$ cat src/hdl/sdm_pkg.sv
// sdm_pkg: types, codes and constants shared by the slab density map.
// No dependencies; used by every module of the block.
package sdm_pkg;

   // Grid defaults
   localparam int Y_BINS_DEFAULT = 512;
   localparam int Z_BINS_DEFAULT = 512;
   localparam int BINS_MAX       = 1024;

   // Field widths
   localparam int TYPE_W  = 8;
   localparam int POS_W   = 16;
   localparam int RBIN_W  = 9;
   localparam int COUNT_W = 20;
   localparam int BIN_W   = 11;          // rounded index, 0 .. 1024
   localparam int PROD_W  = 2 * BIN_W;   // y * Z_BINS + z, before trimming
   localparam int CSR_W   = 16;
   localparam int CSR_IDX_W = 2;

   // Q10.6 rounding
   localparam int FRAC_BITS = 6;
   localparam logic [POS_W:0] HALF_LSB = (POS_W + 1)'(32);

   localparam logic [COUNT_W-1:0] COUNT_MAX = '1;

   // Register indexes and reset values
   localparam logic [CSR_IDX_W-1:0] CSR_TARGET_TYPE = 2'd0;
   localparam logic [CSR_IDX_W-1:0] CSR_SLAB_LOW    = 2'd1;
   localparam logic [CSR_IDX_W-1:0] CSR_SLAB_HIGH   = 2'd2;

   localparam logic [TYPE_W-1:0] TARGET_TYPE_RESET = 8'd6;
   localparam logic [POS_W-1:0]  SLAB_LOW_RESET    = 16'd7936;   // 124.0
   localparam logic [POS_W-1:0]  SLAB_HIGH_RESET   = 16'd23296;  // 364.0

   // Queue between front and back
   localparam int QUEUE_DEPTH = 4;

   typedef enum logic {
      CMD_ADD  = 1'b0,
      CMD_READ = 1'b1
   } cmd_type;

   // Work that the back end carries out
   typedef enum logic [1:0] {
      OP_ADD       = 2'd0,   // count one atom
      OP_DROP      = 2'd1,   // atom outside grid, set drop flag
      OP_READ      = 2'd2,   // read and clear one bin
      OP_READ_NONE = 2'd3    // read outside grid, returns zero
   } op_kind_type;

   localparam int OP_KIND_W = 2;

   typedef struct packed {
      cmd_type            cmd;
      logic [TYPE_W-1:0]  atom_type;
      logic [POS_W-1:0]   pos_x;
      logic [POS_W-1:0]   pos_y;
      logic [POS_W-1:0]   pos_z;
      logic [RBIN_W-1:0]  read_y_bin;
      logic [RBIN_W-1:0]  read_z_bin;
   } req_type;

   typedef struct packed {
      logic [COUNT_W-1:0] bin_count;
      logic               drop_seen;
   } rsp_type;

endpackage

$ cat src/hdl/sdm_queue.sv
// sdm_queue: small register FIFO between classification and bin update.
// Depends on sdm_pkg for its default depth.
module sdm_queue #(
   parameter int WIDTH = 20,
   parameter int DEPTH = sdm_pkg::QUEUE_DEPTH
) (
   input  logic             clock,
   input  logic             reset,
   input  logic             push,
   input  logic [WIDTH-1:0] push_data,
   input  logic             pop,
   output logic             pop_valid,
   output logic [WIDTH-1:0] pop_data,
   output logic             almost_full
);

   localparam int PTR_W = (DEPTH > 1) ? $clog2(DEPTH) : 1;
   localparam int CNT_W = $clog2(DEPTH + 1);
   localparam logic [CNT_W-1:0] FULL_LEVEL = CNT_W'(DEPTH);
   // Room kept for one transaction in capture and one being accepted
   localparam logic [CNT_W-1:0] HIGH_LEVEL = CNT_W'(DEPTH - 2);

   logic [WIDTH-1:0] entry_ff [DEPTH];
   logic [PTR_W-1:0] wr_ptr_ff;
   logic [PTR_W-1:0] rd_ptr_ff;
   logic [CNT_W-1:0] count_ff;
   logic             do_pop;

   assign pop_valid   = (count_ff != '0);
   assign pop_data    = entry_ff[rd_ptr_ff];
   assign almost_full = (count_ff >= HIGH_LEVEL);
   assign do_pop      = pop && pop_valid;

   always_ff @(posedge clock) begin
      if (reset) begin
         wr_ptr_ff <= '0;
         rd_ptr_ff <= '0;
         count_ff  <= '0;
      end else begin
         if (push) begin
            wr_ptr_ff <= (wr_ptr_ff == PTR_W'(DEPTH - 1)) ? '0 : wr_ptr_ff + 1'b1;
         end
         if (do_pop) begin
            rd_ptr_ff <= (rd_ptr_ff == PTR_W'(DEPTH - 1)) ? '0 : rd_ptr_ff + 1'b1;
         end
         if (push && !do_pop) begin
            count_ff <= count_ff + 1'b1;
         end else if (!push && do_pop) begin
            count_ff <= count_ff - 1'b1;
         end
      end
   end

   always_ff @(posedge clock) begin
      if (push) begin
         entry_ff[wr_ptr_ff] <= push_data;
      end
   end

   a_no_overflow: assert property (@(posedge clock) disable iff (reset)
      !(push && !do_pop && count_ff == FULL_LEVEL))
      else $error("queue overflow");

   a_no_underflow: assert property (@(posedge clock) disable iff (reset)
      (count_ff == '0) |=> (count_ff <= CNT_W'(1)))
      else $error("queue level jumped from empty");

endmodule

$ cat config.mk
export PLATFORM = sky130hd
export DESIGN_NAME = sdm_queue
export DESIGN_NICKNAME = d
export VERILOG_FILES = /design/src/hdl/sdm_pkg.sv /design/src/hdl/sdm_queue.sv
export SDC_FILE = /design/constraint.sdc
export NUM_CORES = 1
export LEC_CHECK = 0
export BUFFER_PORTS_ARGS = -buffer_cell sky130_fd_sc_hd__buf_2
export CORE_MARGIN = 4
export CORE_UTILIZATION = 45
export DETAILED_ROUTE_END_ITERATION = 8
export PLACE_DENSITY = 0.61
export SLEW_MARGIN = 30
export SYNTH_ARGS = -nofsm -noshare
export SYNTH_HDL_FRONTEND = slang
export SYNTH_SLANG_ARGS = --single-unit
$ cat constraint.sdc
create_clock -name clock -period 2.3 [get_ports clock]
set_clock_uncertainty 0.1 [all_clocks]
set_input_delay 0.115 -clock clock [delete_from_list [all_inputs] [get_ports clock]]
set_output_delay 0.115 -clock clock [all_outputs]
set_load 0.05 [all_outputs]
==> results.toml <==
[status]
status = "finished, final reports clean"

[placement]
gp_congestion = 0.683
dp_hpwl_um = 3600
place_area_um2 = 3700
dp.cells = 293
io_buffers = 45

[logic_synthesis]
synth_top_area_cell = "edfxtp_1"
syn_nets = 179
yosys_warnings = 0
ys_ff_latch = 89
async_reset_ff_share_pct = 0
synthCells = 148
ys_seq_area_share_pct = 77.2
syn_area_per_cell_um2 = 22.6
syn_area_um2 = 3350
post-synth-top-count-cell = "edfxtp_1"
synth_cell_type_count = 20
synth.area.top_cells = "edfxtp_1, mux4_2, dfxtp_1"
synth_top_area_share_pct = 71.8
synth_common_cells = "edfxtp_1, mux4_2, dfxtp_1"
ys.flop_type = "edfxtp_1"
synth_edf_count = 80

[sta]
setup_tns_ns = 0
setup_viol = 0
finalCritPeriodShare_pct = 92.7
maxSlewViolCount = 0
rsz0062_at_grt = "no"
worstMarginPinSlew_ns = 0.516
relSlewSlack_pct = 65.6
hold_violations = 0
max_freq_mhz = 469
min_period_ns = 2.13

[cells_and_area]
fin_util_pct = 56.7
ff_latch_area_um2 = 2580
nets = 258
final_area_um2 = 4110
area_delta_synth_final_pct = 22.8
drive_gt1_share_pct = 39.2
antenna_cells = 0
instances_no_fill = 331
fillers = 582
multi_input_area_um2 = 724

[clock_network]
cts_tree = "yes"
htreeDepth = 3
clock_latency_ns = 0.34
clockBufferDepth = 2
root_buffer = "clkbuf_8"
clk_pin_slew_ns = 0.08
numCtsBuffers = 9
clkSinkCount = 89

[grt]
grt_max_degree = 21
antenna_found_initial = 0
grt_first_pass_wirelength_um = 8980
grt.overflow.total = 0
track_usage_pct = 13.9
grt_pass1_vias = 1800

[setup_path]
crit_family = "adder cells"
crit_buf_inv = 1
critPathRequiredTime_ns = 2.48
critPathMaxFanout = 5
cp_cell_sequence = "o31ai_4 > ha_2 > inv_1 > fa_1 > xor2_1 > or3_1 > a21oi_1"
cpPeakStageDelay_ns = 0.38
slowest_stage = "fa_1"
start_kind = "flip-flop"
endpoint_kind = "flip-flop"
worst_ep_arrival_time_ns = 2.31
critical_path_class = "flip-flop to flip-flop"

[die]
die-area_um2 = 8880
die_h_um = 94.2
row_count = 31
start_util_pct = 46.1
pin_count = 46
die-width_um = 94.2
core_um2 = 7250

[power_and_ir_drop]
p_total_mw = 4.18
p_leak_nw = 1.44
p_per_area_nw_per_um2 = 1020
vdd_drop_max_uv = 697

[routing]
wl_per_cell_um = 16.7
viasPerCell = 4.94
dr.first_iter.drc_count = 86
drt-total-wl_um = 5520
dr.pass1.iters = 4
route.detailed.drc = 0
antenna_left = 0
vias = 1636

[hold_path]
min_path_type = "input port to flip-flop"

[job]
drv_cap = 0
==> metal layers <==
layer	global-route usage (%)	wire length [µm]	share of wire, %	vias to the layer above
met2	24.5	3070	56	32
met1	15.9	2120	38	835
li1	-	-	-	759
met5	0	0	0	-
met3	3.93	234	4.2	10
met4	5.78	90	1.6	0
==> worst reg2reg max path, stage by stage (launching register included) <==
cell and delay (ns):
dfxtp_1 0.36, o31ai_4 0.27, ha_2 0.24, inv_1 0.06
fa_1 0.38, xor2_1 0.18, or3_1 0.33, a21oi_1 0.15
==> metrics by stage <==
| stage | setup slack (ns) | hold WS [ns] |
|---|---|---|
| 6_report | 0.167 | 0.0244 |
| 5_1_grt | 0.0648 | 0.0756 |
| 4_1_cts | 0.0332 | 0.0127 |
| 3_5_place_dp | 0.0604 | 0.237 |
| 3_3_place_gp | 0.246 | 0.225 |
| 2_1_floorplan | 0.282 | 0.0820 |
==> kinds of logic after synthesis <==
group                      share of synthesized area, %
AOI/OAI and AO/OA                                  1.20
xor gates and xnor gates                          0.523
buffers and inverters                              1.31
and+or+nand+nor                                    2.32
muxes                                              14.7
DFF                                                77.2
adders and majority gates                          2.84
==> state kept, by name, summed over array words and instances (netlist names), named ones only <==
| name | cells |
|---|---|
| wr_ptr_ff | 2 |
| count_ff | 3 |
| rd_ptr_ff | 2 |
| entry_ff | 80 |
==> what timing repair did <==
action,in CTS,in global routing
gates resized for setup,0,1
hold buffers,21,0
endpoints found under the hold margin,89,0
endpoints found under the setup margin,0,1
buffers inserted,0,1
==> power by group <==
part           internal [mW]  switching [mW]  total [mW]  leakage [nW]
clock                  0.495           0.503       0.997        0.0897
combinational          0.436           0.825        1.26         0.545
sequential              1.87          0.0581        1.93         0.809
total                   2.80            1.39        4.18          1.44
==> area by class of cell <==
class	count	area share (%)
Clock inverter	6	1.43
Timing Repair Buffer	72	11.7
Sequential cell	89	62.9
Tap cell	99	3.01
Clock buffer	10	3.11
Multi-Input combinational cell	52	17.6
Inverter	3	0.274
==> worst paths after layout <==
kind / from / to / slack (ns) / cells past startpoint
setup / recovery: count_ff[2] / count_ff[2] / 0.17 / 7
hold / removal: push / wr_ptr_ff[0] / 0.02 / 3
setup reg to reg: count_ff[2] / count_ff[2] / 0.17 / 7
hold reg to reg: rd_ptr_ff[0] / rd_ptr_ff[0] / 0.42 / 2
==> placed cells by master (no fill, tap or decap), drive strengths merged <==
master,netlist,final
edfxtp,80,80
buf,4,51
dlygate4sd3,0,21
mux4,20,20
clkbuf,0,10
dfxtp,9,9
nor2,6,6
ha,6,6
mux2i,4,4
and2,4,4
inv,3,3
or3,3,3
clkinv,0,3
xor2,2,2
clkinvlp,0,2
a21oi,2,2
o31ai,1,1
or2,1,1
nand2,1,1
o21ai,1,1
fa,1,1
bufinv,0,1
No activity file was read; power rests on OpenSTA's default activity.
