--- config.mk ---
export PLATFORM = sky130hd
export DESIGN_NAME = sdm_front
export DESIGN_NICKNAME = d
export VERILOG_FILES = /design/src/hdl/sdm_pkg.sv /design/src/hdl/sdm_front.sv
export SDC_FILE = /design/constraint.sdc
export NUM_CORES = 1
export LEC_CHECK = 0
export BUFFER_PORTS_ARGS = -buffer_cell sky130_fd_sc_hd__buf_2
export CAP_MARGIN = 10
export CORE_MARGIN = 3
export CORE_UTILIZATION = 50
export CTS_CLUSTER_SIZE = 40
export DETAILED_ROUTE_END_ITERATION = 6
export MAX_ROUTING_LAYER = met4
export PLACE_DENSITY = 0.8
export SLEW_MARGIN = 10
export SYNTH_ARGS = -nofsm -noshare
export SYNTH_HDL_FRONTEND = slang
export SYNTH_SLANG_ARGS = --single-unit
--- constraint.sdc ---
create_clock -name clock -period 3.06 [get_ports clock]
set_clock_uncertainty 0.15 [all_clocks]
set_input_delay 0 -clock clock [delete_from_list [all_inputs] [get_ports clock]]
set_output_delay 0 -clock clock [all_outputs]
set_load 0.02 [all_outputs]
--- src/hdl/sdm_pkg.sv ---
// sdm_pkg: types, codes and constants shared by the slab density map.
// No dependencies; used by every module of the block.
package sdm_pkg;

   // Grid defaults
   localparam int Y_BINS_DEFAULT = 512;
   localparam int Z_BINS_DEFAULT = 512;
   localparam int BINS_MAX       = 1024;

   // Field widths
   localparam int TYPE_W  = 8;
   localparam int POS_W   = 16;
   localparam int RBIN_W  = 9;
   localparam int COUNT_W = 20;
   localparam int BIN_W   = 11;          // rounded index, 0 .. 1024
   localparam int PROD_W  = 2 * BIN_W;   // y * Z_BINS + z, before trimming
   localparam int CSR_W   = 16;
   localparam int CSR_IDX_W = 2;

   // Q10.6 rounding
   localparam int FRAC_BITS = 6;
   localparam logic [POS_W:0] HALF_LSB = (POS_W + 1)'(32);

   localparam logic [COUNT_W-1:0] COUNT_MAX = '1;

   // Register indexes and reset values
   localparam logic [CSR_IDX_W-1:0] CSR_TARGET_TYPE = 2'd0;
   localparam logic [CSR_IDX_W-1:0] CSR_SLAB_LOW    = 2'd1;
   localparam logic [CSR_IDX_W-1:0] CSR_SLAB_HIGH   = 2'd2;

   localparam logic [TYPE_W-1:0] TARGET_TYPE_RESET = 8'd6;
   localparam logic [POS_W-1:0]  SLAB_LOW_RESET    = 16'd7936;   // 124.0
   localparam logic [POS_W-1:0]  SLAB_HIGH_RESET   = 16'd23296;  // 364.0

   // Queue between front and back
   localparam int QUEUE_DEPTH = 4;

   typedef enum logic {
      CMD_ADD  = 1'b0,
      CMD_READ = 1'b1
   } cmd_type;

   // Work that the back end carries out
   typedef enum logic [1:0] {
      OP_ADD       = 2'd0,   // count one atom
      OP_DROP      = 2'd1,   // atom outside grid, set drop flag
      OP_READ      = 2'd2,   // read and clear one bin
      OP_READ_NONE = 2'd3    // read outside grid, returns zero
   } op_kind_type;

   localparam int OP_KIND_W = 2;

   typedef struct packed {
      cmd_type            cmd;
      logic [TYPE_W-1:0]  atom_type;
      logic [POS_W-1:0]   pos_x;
      logic [POS_W-1:0]   pos_y;
      logic [POS_W-1:0]   pos_z;
      logic [RBIN_W-1:0]  read_y_bin;
      logic [RBIN_W-1:0]  read_z_bin;
   } req_type;

   typedef struct packed {
      logic [COUNT_W-1:0] bin_count;
      logic               drop_seen;
   } rsp_type;

endpackage

--- src/hdl/sdm_front.sv ---
// sdm_front: register file, request capture and classification of each transaction.
// Depends on sdm_pkg. Feeds sdm_queue with one packed op per pushed transaction.
module sdm_front #(
   parameter int Y_BINS = sdm_pkg::Y_BINS_DEFAULT,
   parameter int Z_BINS = sdm_pkg::Z_BINS_DEFAULT,
   parameter int ADDR_W = 18
) (
   input  logic                                  clock,
   input  logic                                  reset,
   input  logic                                  accept,
   input  sdm_pkg::req_type                      req_payload,
   input  logic                                  csr_we,
   input  logic [sdm_pkg::CSR_IDX_W-1:0]         csr_index,
   input  logic [sdm_pkg::CSR_W-1:0]             csr_wdata,
   output logic                                  push,
   output logic [sdm_pkg::OP_KIND_W+ADDR_W-1:0]  push_data
);

   localparam logic [sdm_pkg::BIN_W-1:0]  Y_LIMIT = sdm_pkg::BIN_W'(Y_BINS);
   localparam logic [sdm_pkg::BIN_W-1:0]  Z_LIMIT = sdm_pkg::BIN_W'(Z_BINS);
   localparam logic [sdm_pkg::PROD_W-1:0] Z_MULT  = sdm_pkg::PROD_W'(Z_BINS);

   logic [sdm_pkg::TYPE_W-1:0] target_type_ff;
   logic [sdm_pkg::POS_W-1:0]  slab_low_ff;
   logic [sdm_pkg::POS_W-1:0]  slab_high_ff;
   sdm_pkg::req_type           req_ff;
   logic                       req_valid_ff;

   logic [sdm_pkg::POS_W:0]    y_sum;
   logic [sdm_pkg::POS_W:0]    z_sum;
   logic [sdm_pkg::BIN_W-1:0]  y_bin;
   logic [sdm_pkg::BIN_W-1:0]  z_bin;
   logic                       in_grid;
   logic                       selected;
   logic [sdm_pkg::PROD_W-1:0] bin_index;
   sdm_pkg::op_kind_type       kind;

   always_ff @(posedge clock) begin
      if (reset) begin
         target_type_ff <= sdm_pkg::TARGET_TYPE_RESET;
         slab_low_ff    <= sdm_pkg::SLAB_LOW_RESET;
         slab_high_ff   <= sdm_pkg::SLAB_HIGH_RESET;
         req_valid_ff   <= 1'b0;
      end else begin
         if (csr_we) begin
            unique case (csr_index)
               sdm_pkg::CSR_TARGET_TYPE: target_type_ff <= csr_wdata[sdm_pkg::TYPE_W-1:0];
               sdm_pkg::CSR_SLAB_LOW:    slab_low_ff    <= csr_wdata;
               sdm_pkg::CSR_SLAB_HIGH:   slab_high_ff   <= csr_wdata;
               default: ;
            endcase
         end
         req_valid_ff <= accept;
      end
   end

   always_ff @(posedge clock) begin
      if (accept) begin
         req_ff <= req_payload;
      end
   end

   // Bin selection: rounded position for add, given bin for read
   always_comb begin
      y_sum = {1'b0, req_ff.pos_y} + sdm_pkg::HALF_LSB;
      z_sum = {1'b0, req_ff.pos_z} + sdm_pkg::HALF_LSB;
      if (req_ff.cmd == sdm_pkg::CMD_READ) begin
         y_bin = sdm_pkg::BIN_W'(req_ff.read_y_bin);
         z_bin = sdm_pkg::BIN_W'(req_ff.read_z_bin);
      end else begin
         y_bin = y_sum[sdm_pkg::POS_W:sdm_pkg::FRAC_BITS];
         z_bin = z_sum[sdm_pkg::POS_W:sdm_pkg::FRAC_BITS];
      end
      in_grid   = (y_bin < Y_LIMIT) && (z_bin < Z_LIMIT);
      bin_index = sdm_pkg::PROD_W'(y_bin) * Z_MULT + sdm_pkg::PROD_W'(z_bin);
      selected  = (req_ff.atom_type == target_type_ff)
                  && (slab_low_ff < req_ff.pos_x) && (req_ff.pos_x < slab_high_ff);

      if (req_ff.cmd == sdm_pkg::CMD_READ) begin
         kind = in_grid ? sdm_pkg::OP_READ : sdm_pkg::OP_READ_NONE;
         push = req_valid_ff;
      end else begin
         kind = in_grid ? sdm_pkg::OP_ADD : sdm_pkg::OP_DROP;
         push = req_valid_ff && selected;
      end
      push_data = {kind, bin_index[ADDR_W-1:0]};
   end

endmodule

==> impl_metrics.ini <==
[synthesis]
syn_area_per_cell_um2 = 10.9
synth-edff-count = 65
synth_seq_cells = 106
synth_cells = 459
yosysUniqueCellTypes = 50
seq_area_frac_synth = 0.552
synth_area_um2 = 5020
ys_async_sr_fraction = 0
synth_nets = 591
yosysWarnings = 0
ys.flop_type = edfxtp_1

[grt]
grt_usage = 0.231
antenna_found_initial = 0
grt_overflow = 0
grt_pass1_vias = 4267
grt_pass1_wl_um = 19800
grt_start_max_net_pins = 47

[power]
leakagePower_nw = 2.82
ir_drop_mv = 0.349
clkPwrFrac = 0.262
total_power_mw = 3.00
p_comb_frac = 0.180
switchingPower_mw = 0.826
cell_internal_pwr_mw = 2.17
sw_frac_of_total = 0.276
pwr-share-seq = 0.558
powerDensity_nw_per_um2 = 447

[final_layout]
area_growth_syn_to_layout_pct = 33.4
stdcell_area_um2 = 6700
nets = 780
layout_common_cells = 107 x buf_2, 83 x dlygate4sd3_1, 78 x nand2_1, 65 x edfxtp_1, 41 x dfxtp_1
layout_commonest_cell = buf_2
fin_cells = 782
antenna_cells = 0
drive_above_1_share = 0.219

[hold_path]
hold_path_class = in2reg
hold_start = csr_index[0]

[worst_setup_path]
reg2reg_from = slab_high_ff[12]
path_class = reg2out
worstSetupEndpointType = primary output
required_ps = 2910
cp-start-kind = flop
cp.arrival_ps = 2800
worstPathMaxFanout = 4
crit_start = req_ff[27]

[route]
wirelength_um = 12400
drtIter0Drc = 232
drt_pass1_iterations = 4
ant_nets = 0
num_vias = 4067
drc_errors = 0
wl_per_cell_um = 15.9
avgViaCountPerCell = 5.20

[timing]
hold_viol_final = 0
rsz0062_at_grt = true
finalCritPeriodShare = 0.965
period_needed_ps = 2950
slew_violations = 0
worstMarginPinSlew_ps = 817
maxSlewHeadroom = 0.455
clock.fmax_mhz = 339
finalSetupViolCount = 0

[flow_run]
maxCapViolations = 0

[floorplan]
num_io_pins = 118
num_rows = 35
start_util = 0.529
die-width_um = 106
die_height_um = 106
core_um2 = 9500
die_area_um2 = 11300

[cts]
cts-root-buf = clkbuf_8
h-tree-depth = 3
cts_tree = yes
clk_pin_slew_ps = 100
cts_buffers = 9
clock-sinks = 106
clk_path_buf_depth = 2
clock_latency_ps = 360

[place]
dp_hpwl_um = 7890
place_area_um2 = 5680
dp.cells = 682
gp_congestion = 0.867
port-buffer-count = 107

[run_status]
outcome = finished clean
-- registers in the layout, indices dropped and copies added, names as in the netlist --
signal / cells
req_ff: 65
slab_high_ff: 16
slab_low_ff: 16
target_type_ff: 8
req_valid_ff: 1
-- per-layer routing --
metal,up-vias,GRT usage,part of all wire
li1,1989,-,-
met1,1925,0.243,0.39
met2,130,0.418,0.54
met3,23,0.0528,0.049
met4,0,0.0907,0.022
met5,-,-,0
-- power by group through the flow --
stage	sequential (mW)	combinational (mW)	clock [mW]
after global routing	1.68	0.594	0.851
after detailed placement	1.70	0.444	0
after floorplan	1.68	0.281	0
after CTS	1.67	0.529	0.795
after global placement	1.70	0.425	0
final	1.67	0.539	0.785
-- per-stage QoR --
stage	hold slack, ps	setup TNS [ps]	worst slack [ps]	utilization
after floorplan	-78.4	0	456	-
after global placement	26.8	0	488	0.597
after detailed placement	28.1	0	352	0.597
after CTS	30.1	0	54.4	0.703
after global routing	67.4	-50.7	-50.7	0.705
final	51.2	0	106	0.705
-- worst paths after layout --
check | endpoint | slack, ps | cells past startpoint
hold / removal | target_type_ff[5] | 50 | 5
hold reg to reg | slab_low_ff[0] | 310 | 2
setup reg to reg | slab_high_ff[12] | 2090 | 3
setup / recovery | push_data[16] | 110 | 11
-- layout make-up --
class | count | area [µm²]
Clock buffer | 10 | 128
Clock inverter | 6 | 42.5
Fill cell | 677 | 2800
Inverter | 33 | 124
Multi-Input combinational cell | 303 | 2070
Sequential cell | 106 | 2770
Tap cell | 129 | 161
Timing Repair Buffer | 195 | 1400
-- cells by family (layout without fill, tap and decap cells) --
kind of cell	after synthesis	after routing	share of synthesized area
buffers and inverters	50	244	0.0391
DFF	106	106	0.552
AOI/OAI and AO/OA	77	77	0.0997
muxes	8	8	0.0164
and+or+nand+nor	154	154	0.153
adders and majority gates	35	35	0.0887
xor gates and xnor gates	29	29	0.0506
-- critical path, cell delays in order (launching register included) --
cell and delay [ps]:
edfxtp_1 400, and3_1 230, and3_1 250, nand3_1 180, nor3_4 220, ha_1 270, a21o_1 160, and2_2 210
nand2_1 90, nand4b_4 140, xnor2_1 120, buf_2 180
-- repair_timing --
item                                    4_1_cts  5_1_grt
hold endpoints to repair                    124        0
endpoints found under the setup margin        1        5
hold buffers                                 83        0
gates resized for setup                       1        3
buffers inserted                              0        1
pin swaps                                     0        1
-- Yosys cell counts, drive strengths merged, types with 7 or more instances --
| master | count | area [µm²] |
|---|---|---|
| edfxtp | 65 | 1950 |
| xor2 | 21 | 184 |
| nand4 | 9 | 56.3 |
| nor2 | 16 | 60.1 |
| a211o | 7 | 61.3 |
| ha | 34 | 425 |
| nand3 | 13 | 70.1 |
| nand2 | 78 | 293 |
| o21ai | 22 | 136 |
| xnor2 | 8 | 70.1 |
| dfxtp | 41 | 821 |
| clkbuf | 12 | 45.0 |
| and3 | 7 | 48.8 |
| nand3b | 7 | 52.6 |
| a21oi | 35 | 179 |
| inv | 32 | 120 |
Note: power is estimated with default switching activity, not from simulation.
